### src/rtl/core/twfs_pkg.sv
// Shared types and constants for the ramped speed and wall steering block.
package twfs_pkg;

    localparam int DELTA_HISTORY = 4;
    localparam int C_PTR_W       = $clog2(DELTA_HISTORY);

    localparam int C_SPEED_W = 16;
    localparam int C_ERR_W   = 13;
    localparam int C_ACCEL_W = 15;
    localparam int C_GAIN_W  = 16;
    localparam int C_DELTA_W = C_ERR_W + 1;
    localparam int C_SUM_W   = C_DELTA_W + C_PTR_W;
    localparam int C_PROD_W  = C_ERR_W + C_GAIN_W;
    localparam int C_TOTAL_W = C_PROD_W + 1;
    localparam int C_MAG_W   = C_PROD_W - 1;

    localparam int C_STEER_DIV = 100;
    localparam int C_SUM_SCALE = C_STEER_DIV / DELTA_HISTORY;
    localparam int C_SCALED_W  = C_SUM_W + 5;

    // Exact reciprocal of the steering divisor for magnitudes below 2**C_MAG_W.
    localparam int      C_RECIP_SHIFT = C_MAG_W + 7;
    localparam int      C_RECIP_W     = 29;
    localparam longint  C_RECIP_VAL   =
        ((64'sd1 <<< C_RECIP_SHIFT) + C_STEER_DIV - 1) / C_STEER_DIV;
    localparam int      C_FULL_W      = C_MAG_W + C_RECIP_W;
    localparam int      C_QUOT_W      = 22;

    localparam int C_CFG_IDX_W  = 3;
    localparam int C_CFG_DATA_W = 16;

    typedef logic signed [C_SPEED_W-1:0] t_speed;
    typedef logic signed [C_ERR_W-1:0]   t_err;
    typedef logic signed [C_PROD_W-1:0]  t_prod;
    typedef logic signed [C_SUM_W-1:0]   t_sum;
    typedef logic        [C_QUOT_W-1:0]  t_quot;

    typedef enum logic [C_CFG_IDX_W-1:0] {
        CFG_ENABLE       = 3'd0,
        CFG_TARGET_SPEED = 3'd1,
        CFG_ACCEL_STEP   = 3'd2,
        CFG_MODE         = 3'd3,
        CFG_SPIN_DIR     = 3'd4,
        CFG_STEER_GAIN   = 3'd5
    } t_cfg_idx;

    typedef enum logic [1:0] {
        MODE_STRAIGHT = 2'd0,
        MODE_SPIN     = 2'd1,
        MODE_COAST    = 2'd2
    } t_mode;

    localparam logic signed [1:0] C_SPIN_CCW = 2'sb01;
    localparam logic signed [1:0] C_SPIN_CW  = 2'sb11;

    typedef struct packed {
        logic                        enable;
        t_speed                      target;
        logic [C_ACCEL_W-1:0]        accel;
        t_mode                       mode;
        logic signed [1:0]           spin_dir;
        logic signed [C_GAIN_W-1:0]  gain;
    } t_cfg;

    typedef struct packed {
        logic steer;
        logic neg_left;
        logic neg_right;
    } t_wheel_ctl;

endpackage

### src/rtl/core/twfs_front.sv
// Speed ramp, error-delta history and steering product stage.
module twfs_front (
    input  logic                   i_clk,
    input  logic                   i_rst_n,
    input  logic                   i_load,
    input  logic                   i_valid,
    input  twfs_pkg::t_err         i_err,
    input  twfs_pkg::t_cfg         i_cfg,
    output twfs_pkg::t_speed       o_centre,
    output twfs_pkg::t_prod        o_prod,
    output twfs_pkg::t_sum         o_sum,
    output twfs_pkg::t_wheel_ctl   o_ctl
);

    twfs_pkg::t_speed                          r_centre;
    twfs_pkg::t_err                            r_prev;
    logic signed [twfs_pkg::C_DELTA_W-1:0]     r_ring [twfs_pkg::DELTA_HISTORY];
    logic [twfs_pkg::C_PTR_W-1:0]              r_ptr;

    twfs_pkg::t_speed                          r_a_centre;
    twfs_pkg::t_prod                           r_a_prod;
    twfs_pkg::t_sum                            r_a_sum;
    twfs_pkg::t_wheel_ctl                      r_a_ctl;

    twfs_pkg::t_speed                          n_centre;
    twfs_pkg::t_speed                          w_up;
    twfs_pkg::t_speed                          w_down;
    logic signed [twfs_pkg::C_DELTA_W-1:0]     w_delta;
    logic signed [twfs_pkg::C_DELTA_W-1:0]     n_ring [twfs_pkg::DELTA_HISTORY];
    twfs_pkg::t_sum                            n_sum;
    twfs_pkg::t_prod                           n_prod;
    twfs_pkg::t_wheel_ctl                      n_ctl;
    logic                                      w_step;

    assign w_step = i_load && i_valid;

    always_comb begin
        w_up     = r_centre + twfs_pkg::t_speed'({1'b0, i_cfg.accel});
        w_down   = r_centre - twfs_pkg::t_speed'({1'b0, i_cfg.accel});
        n_centre = r_centre;
        if (r_centre < i_cfg.target) begin
            n_centre = (w_up > i_cfg.target) ? i_cfg.target : w_up;
        end else if (r_centre > i_cfg.target) begin
            n_centre = (w_down < i_cfg.target) ? i_cfg.target : w_down;
        end
    end

    always_comb begin
        w_delta = twfs_pkg::C_DELTA_W'(i_err) - twfs_pkg::C_DELTA_W'(r_prev);
        n_sum   = '0;
        for (int i = 0; i < twfs_pkg::DELTA_HISTORY; i++) begin
            n_ring[i] = (twfs_pkg::C_PTR_W'(i) == r_ptr) ? w_delta : r_ring[i];
            n_sum     = n_sum + twfs_pkg::t_sum'(n_ring[i]);
        end
        n_prod = twfs_pkg::t_prod'(i_err) * twfs_pkg::t_prod'(i_cfg.gain);
    end

    always_comb begin
        n_ctl = '0;
        case (i_cfg.mode)
            twfs_pkg::MODE_STRAIGHT: begin
                n_ctl.steer = 1'b1;
            end
            twfs_pkg::MODE_SPIN: begin
                n_ctl.neg_left  = (i_cfg.spin_dir == twfs_pkg::C_SPIN_CCW);
                n_ctl.neg_right = (i_cfg.spin_dir == twfs_pkg::C_SPIN_CW);
            end
            default: begin
                n_ctl = '0;
            end
        endcase
    end

    always_ff @(posedge i_clk) begin
        if (!i_rst_n) begin
            r_centre <= '0;
            r_prev   <= '0;
            r_ptr    <= '0;
            for (int i = 0; i < twfs_pkg::DELTA_HISTORY; i++) begin
                r_ring[i] <= '0;
            end
        end else if (w_step) begin
            r_centre <= n_centre;
            case (i_cfg.mode)
                twfs_pkg::MODE_STRAIGHT: begin
                    r_ring <= n_ring;
                    r_prev <= i_err;
                    r_ptr  <= r_ptr + 1'b1;
                end
                twfs_pkg::MODE_SPIN: begin
                    for (int i = 0; i < twfs_pkg::DELTA_HISTORY; i++) begin
                        r_ring[i] <= '0;
                    end
                end
                default: begin
                    r_ptr <= r_ptr;
                end
            endcase
        end
    end

    always_ff @(posedge i_clk) begin
        if (i_load) begin
            r_a_centre <= n_centre;
            r_a_prod   <= n_prod;
            r_a_sum    <= n_sum;
            r_a_ctl    <= n_ctl;
        end
    end

    assign o_centre = r_a_centre;
    assign o_prod   = r_a_prod;
    assign o_sum    = r_a_sum;
    assign o_ctl    = r_a_ctl;

endmodule

### config.mk
export PLATFORM = sky130hd
export DESIGN_NAME = twfs_front
export DESIGN_NICKNAME = d
export VERILOG_FILES = /design/src/rtl/core/twfs_pkg.sv /design/src/rtl/core/twfs_front.sv
export SDC_FILE = /design/constraint.sdc
export NUM_CORES = 1
export LEC_CHECK = 0
export ABC_CLOCK_PERIOD_IN_PS = 13200
export BUFFER_PORTS_ARGS = -buffer_cell sky130_fd_sc_hd__buf_2
export CORE_UTILIZATION = 60
export CTS_CLUSTER_SIZE = 8
export DETAILED_ROUTE_END_ITERATION = 10
export GPL_TIMING_DRIVEN = 0
export PLACE_DENSITY = 0.76
export SETUP_SLACK_MARGIN = 0.3
export SLEW_MARGIN = 5
export SYNTH_ARGS = -nofsm -noshare
export SYNTH_HDL_FRONTEND = slang
export SYNTH_SLANG_ARGS = --single-unit
### constraint.sdc
create_clock -name i_clk -period 13.2 [get_ports i_clk]
set_clock_uncertainty 0.05 [all_clocks]
set_input_delay 1.32 -clock i_clk [delete_from_list [all_inputs] [get_ports i_clk]]
set_output_delay 1.32 -clock i_clk [all_outputs]
set_load 0.01 [all_outputs]
# After elaboration in Yosys (flattened, before gate mapping)
# Index checks and enable logic that the tools add are counted.
# classes
n_addsub	7
n_mux	10
n_lt_le_gt_ge	4
n_eq_ne	6
reduce_logical	6
bitwise_logic	0
div_mod_pow	0
n_shift	0
mul	1
# ops
cell	n
case mux 56 bit (2 select lines)	1
2-to-1 mux 16 bit	4
2-to-1 mux 14 bit	4
greater-than comparator 16 bit	2
< comparator 16 bit	2
multiplier 13 x 16 -> 29 bit	1
adder 15 x 14 -> 16 bit	1
adder 16 x 14 -> 16 bit	1
adder 16 bit	1
subtractor 16 bit	1
adder 14 x 14 -> 15 bit	1
subtractor 13 x 13 -> 14 bit	1
== test 2 x 1 -> 1 bit, second input constant	2
== test 2 bit, first input constant	2
zero test 2 bit	2
AND reduction 2 bit	2
adder 2 x 1 -> 2 bit, second input constant	1
== test 1 x 2 -> 1 bit, first input constant	1
== test 2 bit, second input constant	1
nonzero test 2 bit	1
logical AND 1 bit	1
2-to-1 mux 1 bit	1
# totals
memories	0
mem_bits_rw	0
ff_bits	151
rom_bits	0
in_bits	69
latchBits	0

# Longest topological paths before layout
# logic_depth
ltp_word	5
mapped_depth	24

# Worst setup path after synthesis
# No wires, ideal clock.
# synth_path
path_kind	in2reg
from	input i_err[4]
to	register r_a_prod[22], in the netlist o_prod[22] (data pin)
setup_ns	0.265
required_time_ns	12.885
path_buffers	2
slack_ns	6.300
cell_stages	22
t_arrival_ns	6.585
path_cell_list	clkbuf_1 -> clkbuf_1 -> nand2_1 -> fa_1 -> inv_1 -> fa_1 -> inv_1 -> fa_1 -> inv_1 -> fa_1 -> inv_1 -> fa_1 -> inv_1 -> ha_1 -> ha_1 -> or3_1 -> o22ai_1 -> a31oi_1 -> and2_1 -> a221oi_1 -> o21ai_0 -> xor2_1
# synth_via
elab_chain_cells	1
# synth_rtl
item	line	rtl
start, declared	twfs_front.sv:7	input twfs_pkg::t_err i_err,
multiplier 13 x 16 -> 29 bit	twfs_front.sv:55	n_prod = twfs_pkg::t_prod'(i_err) * twfs_pkg::t_prod'(i_cfg.gain);
net n_prod[22]	twfs_front.sv:31	twfs_pkg::t_prod n_prod;
end signal, assigned	twfs_front.sv:105	r_a_prod <= n_prod;
end, declared	twfs_front.sv:21	twfs_pkg::t_prod r_a_prod;
# The timed path passes the listed nets, and every way through them passes these cells.
# A chain may end at the register's enable or synchronous reset.

# Final worst setup path
# layout_path
from	input i_err[6]
to	register r_a_prod[27], in the netlist o_prod[27] (data pin)
# The elaborated chain is that of the path after synthesis.

==> summary.md <==
| Metric | Value |
|---|---|
| Combinational share of power | `71.6%` |
| Max stage delay cell, worst path | `o21ai_0` |
| Fillers | `2461` |
| First-pass DRT Iterations | `5` |
| DP Wirelength | `37950 µm` |
| Synth Area per Inst | `9.238 µm²` |
| Die height | `177.3 µm` |
| Xor/xnor share of the synthesized area | `3.850%` |
| Top_reg_cell synth | `dfxtp_1` |
| Status | `completed` |
| Worst setup SP type | `input port` |
| Number of vias per cell | `5.819` |
| Syn nets | `2473` |
| Initial core utilization | `61.52%` |
| Post-synth EDFFs | `64` |
| Largest delay share family, worst path | `adder cells` |
| Min-delay worst type | `register to register` |
| Pwr/cell area | `219.8 nW/µm²` |
| Sequential share of power | `16.8%` |
| Rows | `63` |
| Worst skew pair latency | `0.45 ns` |
| Bufs on Longest Clock Path | `2` |
| Synth async-reset ratio | `0%` |
| Seq/Total Area, Yosys | `19.88%` |
| Crit path max fanout | `10` |
| Final WL | `48560 µm` |
| Post-CTS Setup Bufs | `0` |
| DRT iter0 DRCs | `1076` |
| Clock Pin Slew Worst Setup and Hold Paths | `0.07 ns` |
| Total grt overflow | `0` |
| Worst slew margin relative to its limit | `38.52%` |
| Netlist Area Pre-Place | `18430 µm²` |
| Ys Warns | `0` |
| Final Cell Area | `20160 µm²` |
| Total power | `4432 µW` |
| Die ar. | `31420 µm²` |
| CTS resizes | `0` |
| Share of cells above drive strength 1 | `10.34%` |
| Maximum VDD drop | `0.0002701 V` |
| Gr usage total | `32.33%` |
| Post-Synth Simple-Gate Area | `14.31%` |
| Switching Fraction | `46.20%` |
| Clock sink total | `151` |
| ANT nets after route | `0` |
| Worst-path cell chain | `buf_2, clkbuf_1, clkbuf_1, nand2_1, fa_1, inv_1, fa_1, inv_1, fa_1, inv_1, fa_1, inv_1, fa_1, inv_1, ha_1, ha_1, or3_1, o2111a_1, o21ai_0, o21ai_0, a41oi_1, a21oi_1, xor2_1` |
| First-pass GRT wire length | `78100 µm` |
| CP required | `13.35 ns` |
| Nets | `2621` |
| Max-slew violations | `0` |
| Die W | `177.3 µm` |
| Net Sw Power | `2048 µW` |
| # setup viols final | `0` |
| Max incr delay on CP | `0.57 ns` |
| Largest net degree at the start of global routing | `67` |
| Yosys cell types | `73` |
| Final Cycle Share | `60.18%` |
| CP Buf/Inv Count | `8` |
| Max-cap check violation count | `0` |
| CP Capture Type | `register` |
| Placed cell area | `19570 µm²` |
| Final hold vios | `0` |
| Via count | `14820` |
| Post-layout minimum cycle time | `7.944 ns` |
| Initial antenna violation count | `0` |
| Setup TNS | `0 ns` |
| Crit path kind | `input port to register` |
| Wire per inst | `19.07 µm` |
| Crit path DAT | `8.09 ns` |
| # diodes | `0` |
| Largest family of logic cells by synthesized area | `adder cells` |
| Core footprint | `29950 µm²` |
| Mux cell area share after synthesis | `3.340%` |
| I/O pins | `133` |
| Fmax achieved | `0.1259 GHz` |
| Final RePlAce weighted congestion | `0.9846` |
| Gate Count Post-Synth | `1995` |
| Root Driver | `clkbuf_16` |
| Pleak | `0.009470 µW` |
| H-tree depth | `4` |
| Drt drc | `0` |
| Clock buffer count from CTS | `17` |
| Post-synthesis register bit count | `151` |
| Worst Tran Pin Value | `0.9222 ns` |
| CTS Hold Bufs | `0` |
| # port buffers | `129` |
| RSZ-0062 raised after global routing | `false` |
| Hold_ws | `0.4175 ns` |
| Number of global-route vias before repair | `15230` |
| Clock power share | `11.6%` |
| CTS tree | `done` |
| Internal power | `2384 µW` |
| P&R area growth vs syn | `9.410%` |
| Post-Synth Adder-Cell Area | `37.02%` |
| Compound-Gate Fraction of Synth Area | `13.40%` |
==> synthesized netlist by cell type, types with 23 or more instances <==
master | number | share of area, %
nor2_1 | 93 | 1.9
xnor2_1 | 64 | 3.0
dfxtp_1 | 87 | 9.5
clkbuf_1 | 79 | 1.6
inv_1 | 305 | 6.2
fa_1 | 227 | 25
a21boi_0 | 23 | 0.94
mux2_2 | 28 | 1.7
nand2_1 | 189 | 3.8
a21o_1 | 23 | 0.94
nand3_1 | 23 | 0.62
mux2i_1 | 30 | 1.6
ha_1 | 182 | 12
edfxtp_1 | 64 | 10
nor2b_1 | 36 | 1.2
a21oi_1 | 82 | 2.2
and2_1 | 102 | 3.5
o21ai_0 | 68 | 1.8
==> final timing paths <==
| kind | start | slack (ns) | cells past startpoint | to |
|---|---|---|---|---|
| setup reg to reg | r_centre[0]$_SDFFE_PN0P_ | 7.17 | 21 | o_centre[0]$_DFFE_PP_ |
| setup / recovery | i_err[6] | 5.26 | 23 | o_prod[27]$_DFFE_PP_ |
| hold / removal | r_prev[10]$_SDFFE_PN0P_ | 0.42 | 2 | r_prev[10]$_SDFFE_PN0P_ |
| hold reg to reg | r_prev[10]$_SDFFE_PN0P_ | 0.42 | 2 | r_prev[10]$_SDFFE_PN0P_ |
==> cell type report <==
class,count,area (µm²),area share (%)
clock buffers,19,464.2,2.302
flip-flops and latches,151,3664,18.17
inverters,305,1145,5.678
multi-input cells,1446,13250,65.73
plain buffers,93,366.6,1.818
well taps,390,488.0,2.420
repair buffers,129,648.1,3.214
clock inverters,13,133.9,0.6640
==> power by group through the flow <==
stage	clock [µW]	combinational, µW	sequential [µW]
floorplan	0	2390	790
global placement	0	3060	753
detailed placement	0	3150	754
CTS	520	3180	745
global route	536	3590	752
finish	515	3170	744
==> flip-flops by register name, indices dropped and copies added (netlist names) <==
register / flops
o_ctl: 3
r_prev: 13
r_ptr: 2
r_ring: 56
o_sum: 16
o_centre: 16
o_prod: 29
r_centre: 16
==> cell families (layout without fill, tap and decap cells) <==
family                   count (synthesis)  after routing
XOR/XNOR                                81             81
AO/OA/AOI/OAI                          362            362
buffers and inverters                  398            559
multiplexers                            58             58
adder cells (fa/ha/maj)                409            409
flip-flops                             151            151
AND/OR/NAND/NOR                        536            536
==> layout by cell type, fill, tap and decap left out, types with 15 or more instances in the layout <==
master / instances
a21oi_1: 82
dfxtp_1: 87
edfxtp_1: 64
ha_1: 182
mux2i_1: 30
o21a_1: 15
nand2_1: 189
clkbuf_16: 18
nor2b_1: 36
nand3_1: 23
buf_2: 138
mux2_2: 28
a21o_1: 23
clkbuf_1: 79
a21boi_0: 23
nor3_1: 18
fa_1: 227
nand2b_1: 16
a211oi_1: 18
a32o_1: 16
and2_1: 102
xor2_1: 17
xnor2_1: 64
o21ai_0: 68
nor2_1: 93
inv_1: 305
==> layer usage <==
metal / share of wire [%] / vias to the layer above / global-route usage, %
li1: - / 6900 / -
met1: 41 / 7256 / 40.63
met2: 49 / 550 / 55.21
met3: 6.7 / 109 / 5.284
met4: 3.3 / 0 / 13.21
met5: 0 / - / 0
==> worst reg2reg max path, cell delays in order (launching register included) <==
cell and delay [ns]:
dfxtp_1 0.37, inv_1 0.10, ha_1 0.17, inv_1 0.06, fa_1 0.44, a211oi_1 0.42
o21ai_0 0.29, a21o_1 0.26, a31oi_1 0.37, nor4_1 0.12, a211o_1 0.29, ha_1 0.30
nand3_1 0.10, nor3_1 0.34, o311ai_0 0.29, a32oi_1 0.35, buf_2 0.32, buf_1 0.52
nor2_1 0.08, a211oi_1 0.19, a21oi_1 0.06, mux2i_1 0.32
==> metrics by stage <==
| step | setup WS [ns] | util, % | std cells |
|---|---|---|---|
| after detailed placement | 4.871 | 65.32 | 2514 |
| after floorplan | 6.300 | - | 1995 |
| after global routing | 5.080 | 67.31 | 2546 |
| after CTS | 5.337 | 67.31 | 2546 |
| after global placement | 4.929 | 65.31 | 2514 |
| final | 5.256 | 67.31 | 2546 |
Power figures use the tool's default switching activity.
